===== src/rtl/core/wlss_div.sv =====
// Radix-2 restoring divider that produces one quotient bit per cycle.
module wlss_div #(
  parameter int DW = 22,
  parameter int BW = 11
) (
  input  logic          clk,
  input  logic          rst,
  input  logic          start,
  input  logic [DW-1:0] dividend,
  input  logic [BW-1:0] divisor,
  output logic          done,
  output logic [DW-1:0] quot,
  output logic [BW-1:0] rem
);

  localparam int CNT_W = $clog2(DW + 1);

  logic [DW-1:0]    quo;
  logic [BW:0]      r;
  logic [BW-1:0]    dvs;
  logic [CNT_W-1:0] cnt;
  logic             busy;
  logic             done_q;

  logic [BW:0] r_sh;
  logic        ge;
  logic [BW:0] diff;

  always_comb begin
    r_sh = {r[BW-1:0], quo[DW-1]};
    ge   = r_sh >= {1'b0, dvs};
    diff = r_sh - {1'b0, dvs};
  end

  always_ff @(posedge clk) begin
    if (rst) begin
      busy   <= 1'b0;
      done_q <= 1'b0;
      cnt    <= '0;
    end else begin
      done_q <= 1'b0;
      if (start) begin
        busy <= 1'b1;
        cnt  <= CNT_W'(DW);
        quo  <= dividend;
        dvs  <= divisor;
        r    <= '0;
      end else if (busy) begin
        r   <= ge ? diff : r_sh;
        quo <= {quo[DW-2:0], ge};
        cnt <= cnt - 1'b1;
        if (cnt == CNT_W'(1)) begin
          busy   <= 1'b0;
          done_q <= 1'b1;
        end
      end
    end
  end

  assign done = done_q;
  assign quot = quo;
  assign rem  = r[BW-1:0];

endmodule


===== config.mk =====
export PLATFORM = sky130hd
export DESIGN_NAME = wlss_div
export DESIGN_NICKNAME = d
export VERILOG_FILES = /design/src/rtl/core/wlss_div.sv
export SDC_FILE = /design/constraint.sdc
export NUM_CORES = 1
export LEC_CHECK = 0
export BUFFER_PORTS_ARGS = -buffer_cell sky130_fd_sc_hd__buf_2
export CAP_MARGIN = 20
export CORE_MARGIN = 2
export CORE_UTILIZATION = 45
export CTS_CLUSTER_SIZE = 28
export DETAILED_ROUTE_END_ITERATION = 8
export PLACE_DENSITY = 0.78
export SLEW_MARGIN = 25
export SYNTH_ARGS = -nofsm -noshare
export SYNTH_HDL_FRONTEND = slang
export SYNTH_SLANG_ARGS = --single-unit

===== constraint.sdc =====
create_clock -name clk -period 5.5 [get_ports clk]
set_input_delay 1.1 -clock clk [delete_from_list [all_inputs] [get_ports clk]]
set_output_delay 1.1 -clock clk [all_outputs]
set_load 0.02 [all_outputs]

After elaboration in Yosys (flattened, before gate mapping) --
Cells that the tools add are included.
Word-level totals: register bits 51, latch bits 0, memory bits (writable) 0, ROM bits 0, input bits 36, output and inout port bits 34, word-level logic and storage cells 28, memories 0
Operators by class: add/subtract/negate cells 2, $mul 0, div/mod/pow operators 0, $lt $le $gt $ge 1, eq/ne operators 1, shift operators 0, muxes and demuxes 10, bitwise operators 2, reduce and logical (&&, ||, !) cells 5
Operator list (count):
- $mux W22 | 2
- $mux W11 | 2
- $ge A12 B11 Y1 | 1
- $sub A11 B11 Y11 | 1
- $mux W5 | 2
- $eq A5 B1 Y1 const B | 1
- $sub A5 B1 Y5 const B | 1
- $mux W1 | 4
- $reduce_and A2 Y1 | 2
- $reduce_or A3 Y1 | 1
- $not A1 Y1 | 2
- $reduce_bool A2 Y1 | 1
- $reduce_or A2 Y1 | 1

Depth between registers and ports, before layout --
Gate-level depths: netlist (run 1).
word-level depth 4, gate-level depth with buffers 10, gate-level depth less buffers 9

Least setup slack after synthesis (run 1) --
Ideal clock, no wire load.
path type input-to-reg, start input start, end register quo[0], in the netlist quot[0], enable pin, library setup time 0.423 ns, arrival 2.907 ns, data required time 5.077 ns, setup slack 2.169 ns, stages on the path 3, buffers on the path 1, cell sequence clkbuf_1 > nor2_1 > nor2_1
On the way: word-level cells in the longest chain between the ends 2
Ends and longest elaborated chain:
- start: declaration | line 8 | input logic start,
- $reduce_bool A2 Y1 (no line)
- $reduce_and A2 Y1 (no line)
- end signal: assignment | line 45 | quo <= dividend;
- end signal: assignment | line 50 | quo <= {quo[DW-2:0], ge};
- end: declaration | line 18 | logic [DW-1:0] quo;
No other way between the ends. A chain may end at the register's enable or synchronous reset.

Worst setup path in the final report (run 1) --
start input start, end register dvs[7], enable pin
On the way: word-level cells in the longest chain between the ends 1
Ends and longest elaborated chain:
- $reduce_and A2 Y1 (no line)
- end signal: assignment | line 46 | dvs <= divisor;
- end: declaration | line 20 | logic [BW-1:0] dvs;
No other way between the ends.

==> results of run 1 <==
[layout by cell type (no fill, tap or decap), types with 2 or more instances in the layout]
cell type  count
nor2b_1        3
o21ai_2        2
nor2_1        17
nor3_1         5
edfxtp_1      44
ha_1          13
a21o_1         4
nor4b_1        2
xnor2_1        9
nand4_1        2
inv_6          2
a21oi_1        8
o21ai_0        5
o21a_1         4
nand3_1        2
dfxtp_1        7
inv_1         19
buf_2         69
nand2b_1       2
clkbuf_8       5
a211oi_1       2
mux2i_1        5
nand2_1        6
mux2_2        23
o211ai_1       2
[cells in the mapped netlist, drive strengths merged]
cell      n  area, sq um
edfxtp   44         1320
mux2     23          259
inv      19         71.3
nor2     18         67.6
ha       13          163
a21oi     9         56.3
xnor2     9         78.8
dfxtp     7          140
o21ai     7         42.5
nand2     6         22.5
nor3      6         41.3
clkbuf    5         18.8
mux2i     5         50.1
a21o      4         30.0
o21a      4         30.0
nor2b     3         18.8
a211oi    2         15.0
nand2b    2         12.5
nand3     2         10.0
nand4     2         12.5
nor4b     2         17.5
o211ai    2         15.0
a2111oi   1         27.5
a211o     1         8.76
a22o      1         8.76
a32o      1         10.0
and2b     1         7.51
and3      1         6.26
buf       1         11.3
fa        1         20.0
o31a      1         8.76
o41ai     1         16.3
xor2      1         8.76
[power breakdown]
part | switching [mW] | internal [mW] | leakage (nW)
clock | 0.133 | 0.0938 | 0.0491
combinational | 0.139 | 0.109 | 0.791
sequential | 0.0198 | 0.460 | 0.478
[registers in the layout, summed over array words and instances, names as in the netlist]
register and cells:
r 11, dvs 11, cnt 5, quot 22, done 1, busy 1
[layer usage]
metal / track usage [%] / part of all wire, % / up-vias / wire length [microns]
li1: - / - / 889 / -
met1: 22.4 / 41 / 861 / 2180
met2: 28.7 / 52 / 41 / 2760
met3: 4.27 / 5.1 / 11 / 270
met4: 7.12 / 2.1 / 0 / 111
met5: 0 / 0 / - / 0
[worst max-delay path: stages]
cell    delay (ns)
buf_2         0.59
inv_1         0.28
nor2_1        0.79
[through the flow]
stage	setup slack [ns]	hold WS, ns
after floorplan	2.17	0.528
after global placement	2.40	0.546
after detailed placement	2.27	0.559
after CTS	2.60	0.581
after global routing	2.49	0.595
final	2.67	0.572
[cell type report]
type	count	area [sq um]	area share [%]
Sequential cell	51	1460	46.6
Multi-Input combinational cell	129	1070	34.0
Timing Repair Buffer	70	353	11.2
Tap cell	72	90.1	2.87
Inverter	19	71.3	2.27
Clock buffer	5	68.8	2.19
Clock inverter	3	26.3	0.837
[final timing paths]
path | to | from | slack, ns
hold / removal | cnt[3] | cnt[3] | 0.57
setup / recovery | dvs[7] | start | 2.67
setup reg to reg | r[10] | quot[21] | 2.84
hold reg to reg | cnt[3] | cnt[3] | 0.57
[cell families after synthesis]
logic type	synth area share [%]
mux	11.8
flops	55.6
fa+ha+maj	6.95
buf+inv	3.86
simple gates	8.24
xor+xnor	3.33
compound gates	10.2
==> summary.md, run 1 <==
| Metric | Value |
|---|---|
| Die H | `80.4 microns` |
| Die Width | `80.4 microns` |
| Design area | `3140 sq um` |
| Global-route wire length before repair | `about 8.5 mm` |
| Worst R2R Path Depth | `9` |
| Worst rel slew slack | `37.4%` |
| Via count | `1802` |
| Max IR drop VDD | `0.169 mV` |
| Non-Filler Instances | `roughly 350` |
| Initial antenna violation count | `0` |
| Initial Util | `a little under half` |
| Grt ovf | `0` |
| First-pass iteration count of the detailed router | `4` |
| Synthesis Warnings | `0` |
| Ant diodes | `0` |
| Status | `finished, final reports clean` |
| Routability cong. | `between 0.7 and 0.8` |
| Data required time of the worst path | `5.44 ns` |
| Worst Hold Class | `flip-flop to flip-flop` |
| Total track usage | `17.5%` |
| Hold Crit Depth | `2` |
| Post-place instance area | `3040 sq um` |
| Clk slew on worst S/H paths | `0.09 ns` |
| Final worst-path cycle share | `51.5%` |
| Clk root buf | `clkbuf_8` |
| Post-Synthesis Cells | `~210` |
| Clock Sinks | `51` |
| Clock latency on the worst-skew pair | `0.31 ns` |
| TritonCTS Buffers | `5` |
| Post-synthesis instance area | `~2600 sq um` |
| Fill count | `495` |
| DIE AREA | `6470 sq um` |
| Top Ports | `70` |
| Final critical-path required period | `2.83 ns` |
| CTS tree | `done` |
| Total setup buffers inserted after CTS | `0` |
| Synth Register Bits | `51` |
| DP HPWL | `4.05 mm` |
| PwrDens | `304 nW/um^2` |
| Total of max-cap violations | `0` |
| Startpoint types | `input port` |
| Final hold violations | `0` |
| Leakage | `1.32 nW` |
| Rows | `27` |
| Max frequency | `approximately 350 MHz` |
| Unrepaired setup endpoints after global routing | `no` |
| Post-cts sizing count | `0` |
| I/O Buffers | `69` |
| H-tree Lvls | `2` |
| Crit path capture type | `flip-flop` |
| Synth Net Count | `around 260` |
| Avg Cell Area, Syn | `12.8 sq um` |
| Sequential element share of the synthesized area | `55.6%` |
| Deepest clock path buffer count | `2` |
| Final ANT Viol Nets | `0` |
| Overall power | `954 uW` |
| Placed Cells | `341` |
| WP data arrival | `2.77 ns` |
| Detailed-route DRC error count | `0` |
| Core area | `5570 sq um` |
| Area growth from synthesis to layout | `19.4%` |
| Layout cell share with drive strength beyond 1 | `39.0%` |
| Vias per std cell | `5.16` |
| Largest net degree at the start of global routing | `40` |
| Cts hold-fix bufs | `0` |
| 1st-iter DRT viols | `around 120` |
| TNS Setup | `0 ns` |
| Vias in the first global route | `1778` |
| Wire length per cell | `15.2 microns` |
| NumNets Final | `roughly 330` |
| Kind of critical path | `input port to flip-flop` |
| Layout Skew | `0.00917 ns` |
| Slew @ Worst Pin | `0.935 ns` |
| Netlist cell types | `36` |
| Fin. max-slew vios | `0` |
| Final setup violation count | `0` |
| Fin util | `between 50% and 60%` |
| Routed WL | `5.32 mm` |
| Crit-path max FO | `39` |
Power figures use the tool's default switching activity.
==> run 2, diff against run 1 <==
--- a/config.mk
+++ b/config.mk
@@ -5,13 +5,14 @@
 export SDC_FILE = /design/constraint.sdc
 export NUM_CORES = 1
 export LEC_CHECK = 0
+export ABC_AREA = 1
 export BUFFER_PORTS_ARGS = -buffer_cell sky130_fd_sc_hd__buf_2
 export CAP_MARGIN = 20
 export CORE_MARGIN = 2
 export CORE_UTILIZATION = 45
 export CTS_CLUSTER_SIZE = 28
 export DETAILED_ROUTE_END_ITERATION = 8
-export PLACE_DENSITY = 0.78
+export PLACE_DENSITY = 0.77
 export SLEW_MARGIN = 25
 export SYNTH_ARGS = -nofsm -noshare
 export SYNTH_HDL_FRONTEND = slang
==> constraint.sdc (replaced) <==
create_clock -name clk -period 2.7 [get_ports clk]
set_input_delay 0.54 -clock clk [delete_from_list [all_inputs] [get_ports clk]]
set_output_delay 0.54 -clock clk [all_outputs]
set_load 0.02 [all_outputs]
==> run 2 against run 1 <==
Effect of this change:
- register-to-register slack lost 2.5 ns
- sequential share of layout area shrank 4.0 points
- sequential power grew 100%
- die area grew 9.1%
- core utilization shrank 1.6 points
- combinational power grew 100%
- first-iteration DRC count grew 65%
- critical path type is now flip-flop to flip-flop
- largest power group unchanged
==> summary.md, run 2 <==
| Metric | Value |
|---|---|
| Max frequency | `around 420 MHz` |
| Sequence of cells on the critical path | `inv_1, ha_1, fa_1, inv_1, nand3_1, nand3_1, nand3_2, nand3_1, nor2_2, nor2_1, nor2_1` |
| Layout Skew | `between 0.006 and 0.007 ns` |
| Worst hold start | `divisor[6]` |
| Kind of critical path | `flip-flop to flip-flop` |
| Clk root buf | `clkbuf_8` |
| Clock group share of total power | `26.3%` |
| Final setup violation count | `0` |
| Crit-path max FO | `12` |
| R2r setup slk | `0.33 ns` |
| Final critical-path required period | `2.37 ns` |
| NumNets Final | `478` |
| Fin. max-slew vios | `0` |
| Rows | `29` |
| Met3 Routed Length | `377 microns` |
| Clk slew on worst S/H paths | `0.09 ns` |
| Worst R2R Path Depth | `11` |
| Worst rel slew slack | `64.7%` |
| CP top delay family | `simple AND/OR/NAND/NOR gates` |
| Share of power burned in registers | `48.7%` |
| Initial Util | `45.9%` |
| WP data arrival | `between 2 and 3 ns` |
| Vias in the first global route | `2394` |
| Routability cong. | `just over 0.9` |
| CP max stage delay | `0.43 ns` |
| Clock Sinks | `51` |
| Die Width | `84.0 microns` |
| Initial antenna violation count | `0` |
| TritonCTS Buffers | `5` |
| Post-synthesis instance area | `between 2000 and 3000 sq um` |
| Switching part of the total | `30.3%` |
| Placed Cells | `498` |
| FF-to-FF End | `r[3]` |
| 1st-iter DRT viols | `190` |
| PwrDens | `between 500 and 600 nW/um^2` |
| Die H | `84.0 microns` |
| Post-Synthesis Cells | `356` |
| Cts hold-fix bufs | `0` |
| Clock latency on the worst-skew pair | `0.30 ns` |
| Final hold violations | `0` |
| Via count | `2480` |
| Total of max-cap violations | `0` |
| Critical-path top delay cell | `nor2_2` |
| Wl on met1 | `around 3.0 mm` |
| Hold Path End | `dvs[6]` |
| Int Power | `around 1.4 mW` |
| Largest net degree at the start of global routing | `27` |
| Unrepaired setup endpoints after global routing | `no` |
| Total track usage | `19.1%` |
| Design area | `3430 sq um` |
| Leading post-synthesis cells by cell area | `edfxtp_1, nand2_1, inv_1` |
| Post-synth EDFFs | `44` |
| Area growth from synthesis to layout | `19.2%` |
| First-pass iteration count of the detailed router | `4` |
| Gate power share | `24.9%` |
| Reg-to-Reg Start | `quot[21]` |
| Detailed-route DRC error count | `0` |
| Hold Crit Depth | `1` |
| Synth Net Count | `406` |
| H-tree Lvls | `2` |
| Startpoint types | `flip-flop` |
| Post-place instance area | `3330 sq um` |
| Count leader, synth | `nand2_1` |
| Post-cts sizing count | `0` |
| DP HPWL | `4.95 mm` |
| Ant diodes | `0` |
| Overall power | `1.98 mW` |
| Global-route wire length before repair | `10.8 mm` |
| WP buf/inv | `2` |
| Synth Register Bits | `between 50 and 60` |
| Top layer in use | `met4` |
| Final worst-path cycle share | `between 80% and 90%` |
| Synthesis Warnings | `0` |
| Commonest non-fill, non-tap cell in the layout | `nand2_1` |
| Final ANT Viol Nets | `0` |
| Ys async rst share | `0%` |
| Met2 wire length | `between 3 and 4 mm` |
| Routed WL | `6.45 mm` |
| Sequential element share of the synthesized area | `50.7%` |
| Commonest cells after routing, fill and taps aside | `nand2_1, buf_2, inv_1` |
| Data required time of the worst path | `around 2.9 ns` |
| CTS tree | `done` |
| Status | `finished, final reports clean` |
| Worst path most repeated cell | `nand3_1` |
| TNS Setup | `0 ns` |
| Vias per std cell | `4.90` |
| Layout cell share with drive strength beyond 1 | `approximately 21%` |
| I/O Buffers | `69` |
| Crit path capture type | `flip-flop` |
| Non-Filler Instances | `506` |
| Netlist cell types | `28` |
| Fin util | `54.7%` |
| Largest register FFs | `22` |
| Top cells by count, synth | `nand2_1, inv_1, edfxtp_1` |
| Fill count | `595` |
| Core area | `6280 sq um` |
| Total setup buffers inserted after CTS | `0` |
| Slew @ Worst Pin | `0.529 ns` |
| Synth Flop Type | `edfxtp_1` |
| P_sw | `approximately 600 uW` |
| Top cell type's share of synthesized area | `a little under half` |
| Deepest clock path buffer count | `2` |
| Leakage | `approximately 1.8 nW` |
| DIE AREA | `7060 sq um` |
| Worst Hold Class | `input port to flip-flop` |
| Top Ports | `70` |
| Area leader, netlist | `edfxtp_1` |
| Wire length per cell | `12.7 microns` |
| Avg Cell Area, Syn | `8.09 sq um` |
| Max IR drop VDD | `0.350 mV` |
| Grt ovf | `0` |
-- run 2: cell count changes in the layout (fill, tap and decap cells not counted), moves of 8 or more --
| cell | change |
|---|---|
| inv_1 | +39 |
| mux2_2 | -23 |
| nand2_1 | +128 |
| nand3_1 | +12 |
| nand4_1 | +12 |
| nor2_1 | +17 |
| xnor2_1 | -8 |
-- run 2: cell type report --
class	instances	area, sq um	area share, %
multi-input cells	236	1160	33.7
inverters	59	221	6.45
clock inverters	1	30.0	0.875
flip-flops and latches	51	1460	42.6
clock buffers	7	76.3	2.22
repair buffers	75	390	11.4
well taps	77	96.3	2.81
-- run 2: power groups by stage --
stage	clock network [mW]	logic, mW	registers, mW
final	0.523	0.495	0.967
after global routing	0.571	0.564	0.974
after CTS	0.538	0.495	0.967
after detailed placement	0	0.493	0.984
after global placement	0	0.481	0.982
after floorplan	0	0.306	1.02
-- run 2: worst max path at each step --
stage,start,endpoint,slack (ns),depth (start not counted)
3_5_place_dp,quot[21],quot[0],0.35,10
3_3_place_gp,quot[21],quot[0],0.47,10
5_1_grt,quot[21],r[7],0.07,11
4_1_cts,quot[21],quot[0],0.34,10
6_report,quot[21],r[3],0.33,11
2_1_floorplan,start,quot[0],0.55,3
-- run 2: metrics by stage --
stage	worst slack (ns)	hold slack (ns)
4_1_cts	0.345	0.392
3_5_place_dp	0.352	0.468
3_3_place_gp	0.467	0.467
2_1_floorplan	0.551	0.442
5_1_grt	0.0666	0.384
6_report	0.334	0.407
-- run 2: cell families (layout without fill, tap and decap cells) --
group,after synthesis,in the layout,share of synthesized area (%)
simple gates,205,205,29.9
compound gates,14,14,2.61
flops,51,51,50.7
fa+ha+maj,14,14,6.34
buf+inv,69,142,9.51
xor+xnor,3,3,0.912
-- run 2: layer usage --
layer  vias to the layer above  global-route usage (%)
met3                         6                    4.85
met5                         -                       0
met1                      1128                    24.9
met2                        72                    31.4
met4                         0                    6.01
li1                       1274                       -
==> run 3, diff against run 2 <==
--- a/config.mk
+++ b/config.mk
@@ -5,14 +5,13 @@
 export SDC_FILE = /design/constraint.sdc
 export NUM_CORES = 1
 export LEC_CHECK = 0
-export ABC_AREA = 1
 export BUFFER_PORTS_ARGS = -buffer_cell sky130_fd_sc_hd__buf_2
 export CAP_MARGIN = 20
 export CORE_MARGIN = 2
 export CORE_UTILIZATION = 45
 export CTS_CLUSTER_SIZE = 28
 export DETAILED_ROUTE_END_ITERATION = 8
-export PLACE_DENSITY = 0.77
+export PLACE_DENSITY = 0.78
 export SLEW_MARGIN = 25
 export SYNTH_ARGS = -nofsm -noshare
 export SYNTH_HDL_FRONTEND = slang
==> run 3 against run 2 <==
Effect of this change:
- core utilization rose by 2.2 points
- global-route usage fell by 2.3 points
- clock skew fell by 0.0012 ns
- sequential power rose by 0.5%
- first-iteration DRC count fell by 43%
- final cell count fell by 30%
- wire length fell by 20%
- worst hold slack got worse by 0.0013 ns
==> summary.md, run 3 (synthesis results as in run 1) <==
| Metric | Value |
|---|---|
| Commonest non-fill, non-tap cell in the layout | `buf_2` |
| Core area | `5570 sq um` |
| H-tree Lvls | `2` |
| Crit path capture type | `flip-flop` |
| WP data arrival | `2.54 ns` |
| Top Ports | `70` |
| DIE AREA | `6470 sq um` |
| Commonest cells after routing, fill and taps aside | `buf_2, edfxtp_1, mux2_2` |
| TritonCTS Buffers | `5` |
| Largest net degree at the start of global routing | `27` |
| Fill count | `between 400 and 500` |
| Crit-path max FO | `3` |
| Startpoint types | `flip-flop` |
| Ant diodes | `0` |
| Detailed-route DRC error count | `0` |
| Worst rel slew slack | `between 60% and 70%` |
| Sequence of cells on the critical path | `inv_1, ha_1, fa_1, nand2b_1, a21o_1, a211oi_1, o21ai_0, a21o_1, a32o_1` |
| Slew @ Worst Pin | `between 0.4 and 0.5 ns` |
| Clock latency on the worst-skew pair | `roughly 0.31 ns` |
| Leakage | `between 1 and 1.5 nW` |
| Routability cong. | `0.911` |
| Vias in the first global route | `1744` |
| Final critical-path required period | `2.48 ns` |
| Die H | `80.4 microns` |
| Total track usage | `16.8%` |
| DP HPWL | `3.93 mm` |
| Non-Filler Instances | `352` |
| Data required time of the worst path | `2.77 ns` |
| Die Width | `80.4 microns` |
| Wire length per cell | `around 15 microns` |
| Final ANT Viol Nets | `0` |
| Max frequency | `around 400 MHz` |
| Total of max-cap violations | `0` |
| Final worst-path cycle share | `around 92%` |
| CP max stage delay | `0.40 ns` |
| Grt ovf | `0` |
| Cts hold-fix bufs | `0` |
| Initial Util | `47.1%` |
| Unrepaired setup endpoints after global routing | `no` |
| Via count | `1782` |
| TNS Setup | `0 ns` |
| Fin. max-slew vios | `0` |
| Clk root buf | `clkbuf_8` |
| CTS tree | `done` |
| Status | `finished, final reports clean` |
| Layout Skew | `0.00565 ns` |
| Deepest clock path buffer count | `2` |
| Area growth from synthesis to layout | `20.7%` |
| Rows | `27` |
| FF-to-FF End | `r[10]` |
| R2r setup slk | `0.22 ns` |
| Critical-path top delay cell | `fa_1` |
| I/O Buffers | `69` |
| Worst hold start | `divisor[7]` |
| NumNets Final | `approximately 330` |
| 1st-iter DRT viols | `108` |
| Hold Path End | `dvs[7]` |
| First-pass iteration count of the detailed router | `4` |
| PwrDens | `around 610 nW/um^2` |
| Worst R2R Path Depth | `9` |
| Hold Crit Depth | `1` |
| Global-route wire length before repair | `8.12 mm` |
| Clk slew on worst S/H paths | `0.09 ns` |
| Clock Sinks | `51` |
| Vias per std cell | `5.06` |
| Layout cell share with drive strength beyond 1 | `about two fifths` |
| Worst path most repeated cell | `a21o_1` |
| Routed WL | `5.16 mm` |
| Kind of critical path | `flip-flop to flip-flop` |
| Max IR drop VDD | `0.336 mV` |
| Worst Hold Class | `input port to flip-flop` |
| Reg-to-Reg Start | `quot[21]` |
| Final hold violations | `0` |
| Initial antenna violation count | `0` |
| Placed Cells | `344` |
| Final setup violation count | `0` |
| Largest register FFs | `22` |
[run 3: critical path: cells and delay by family, from the launching register on]
| family | cells | cell delay, ns |
|---|---|---|
| AND/OR/NAND/NOR | 1 | 0.18 |
| flip-flops | 1 | 0.35 |
| buffers and inverters | 1 | 0.05 |
| AO/OA/AOI/OAI | 5 | 1.05 |
| adder cells (fa/ha/maj) | 2 | 0.62 |
[run 3: per-stage QoR]
step / worst slack [ns] / total power, mW / hold WS [ns] / instance area (sq um) / util [%]
global placement: 0.195 / 1.49 / 0.551 / 3080 / 55.2
CTS: 0.0890 / 1.94 / 0.396 / 3160 / 56.8
global route: 0.0961 / 2.04 / 0.392 / 3170 / 56.9
floorplan: 0.257 / 1.37 / 0.528 / 2630 / -
detailed placement: 0.135 / 1.50 / 0.563 / 3080 / 55.2
finish: 0.224 / 1.93 / 0.405 / 3170 / 56.9
[run 3: per-layer routing]
metal	GRT usage (%)	wire length, microns	vias to the layer above
li1	-	-	893
met1	21.7	2300	831
met2	26.4	2470	44
met3	3.48	224	14
met4	9.32	165	0
met5	0	0	-
[run 3: where the power goes]
group	internal, mW	switching (mW)	leakage, nW
clock network	0.182	0.258	0.0460
logic	0.229	0.288	0.811
registers	0.935	0.0370	0.478
[run 3: worst max path at each step]
stage                  start     to
floorplan           quot[21]  r[10]
global placement        r[4]  r[10]
detailed placement      r[8]  r[10]
CTS                     r[4]  r[10]
global route        quot[21]  r[10]
finish              quot[21]  r[10]
[run 3: area by class of cell]
class / count / area [sq um] / share of cell area, %
flip-flops and latches: 51 / 1460 / 46.1
well taps: 72 / 90.1 / 2.84
clock buffers: 5 / 68.8 / 2.17
inverters: 19 / 71.3 / 2.25
multi-input cells: 129 / 1070 / 33.9
repair buffers: 73 / 388 / 12.2
clock inverters: 3 / 17.5 / 0.552
[run 3: timing repair]
action	in CTS	in global routing
endpoints found under the setup margin	0	3
buffers inserted	0	0
gates resized for setup	0	1
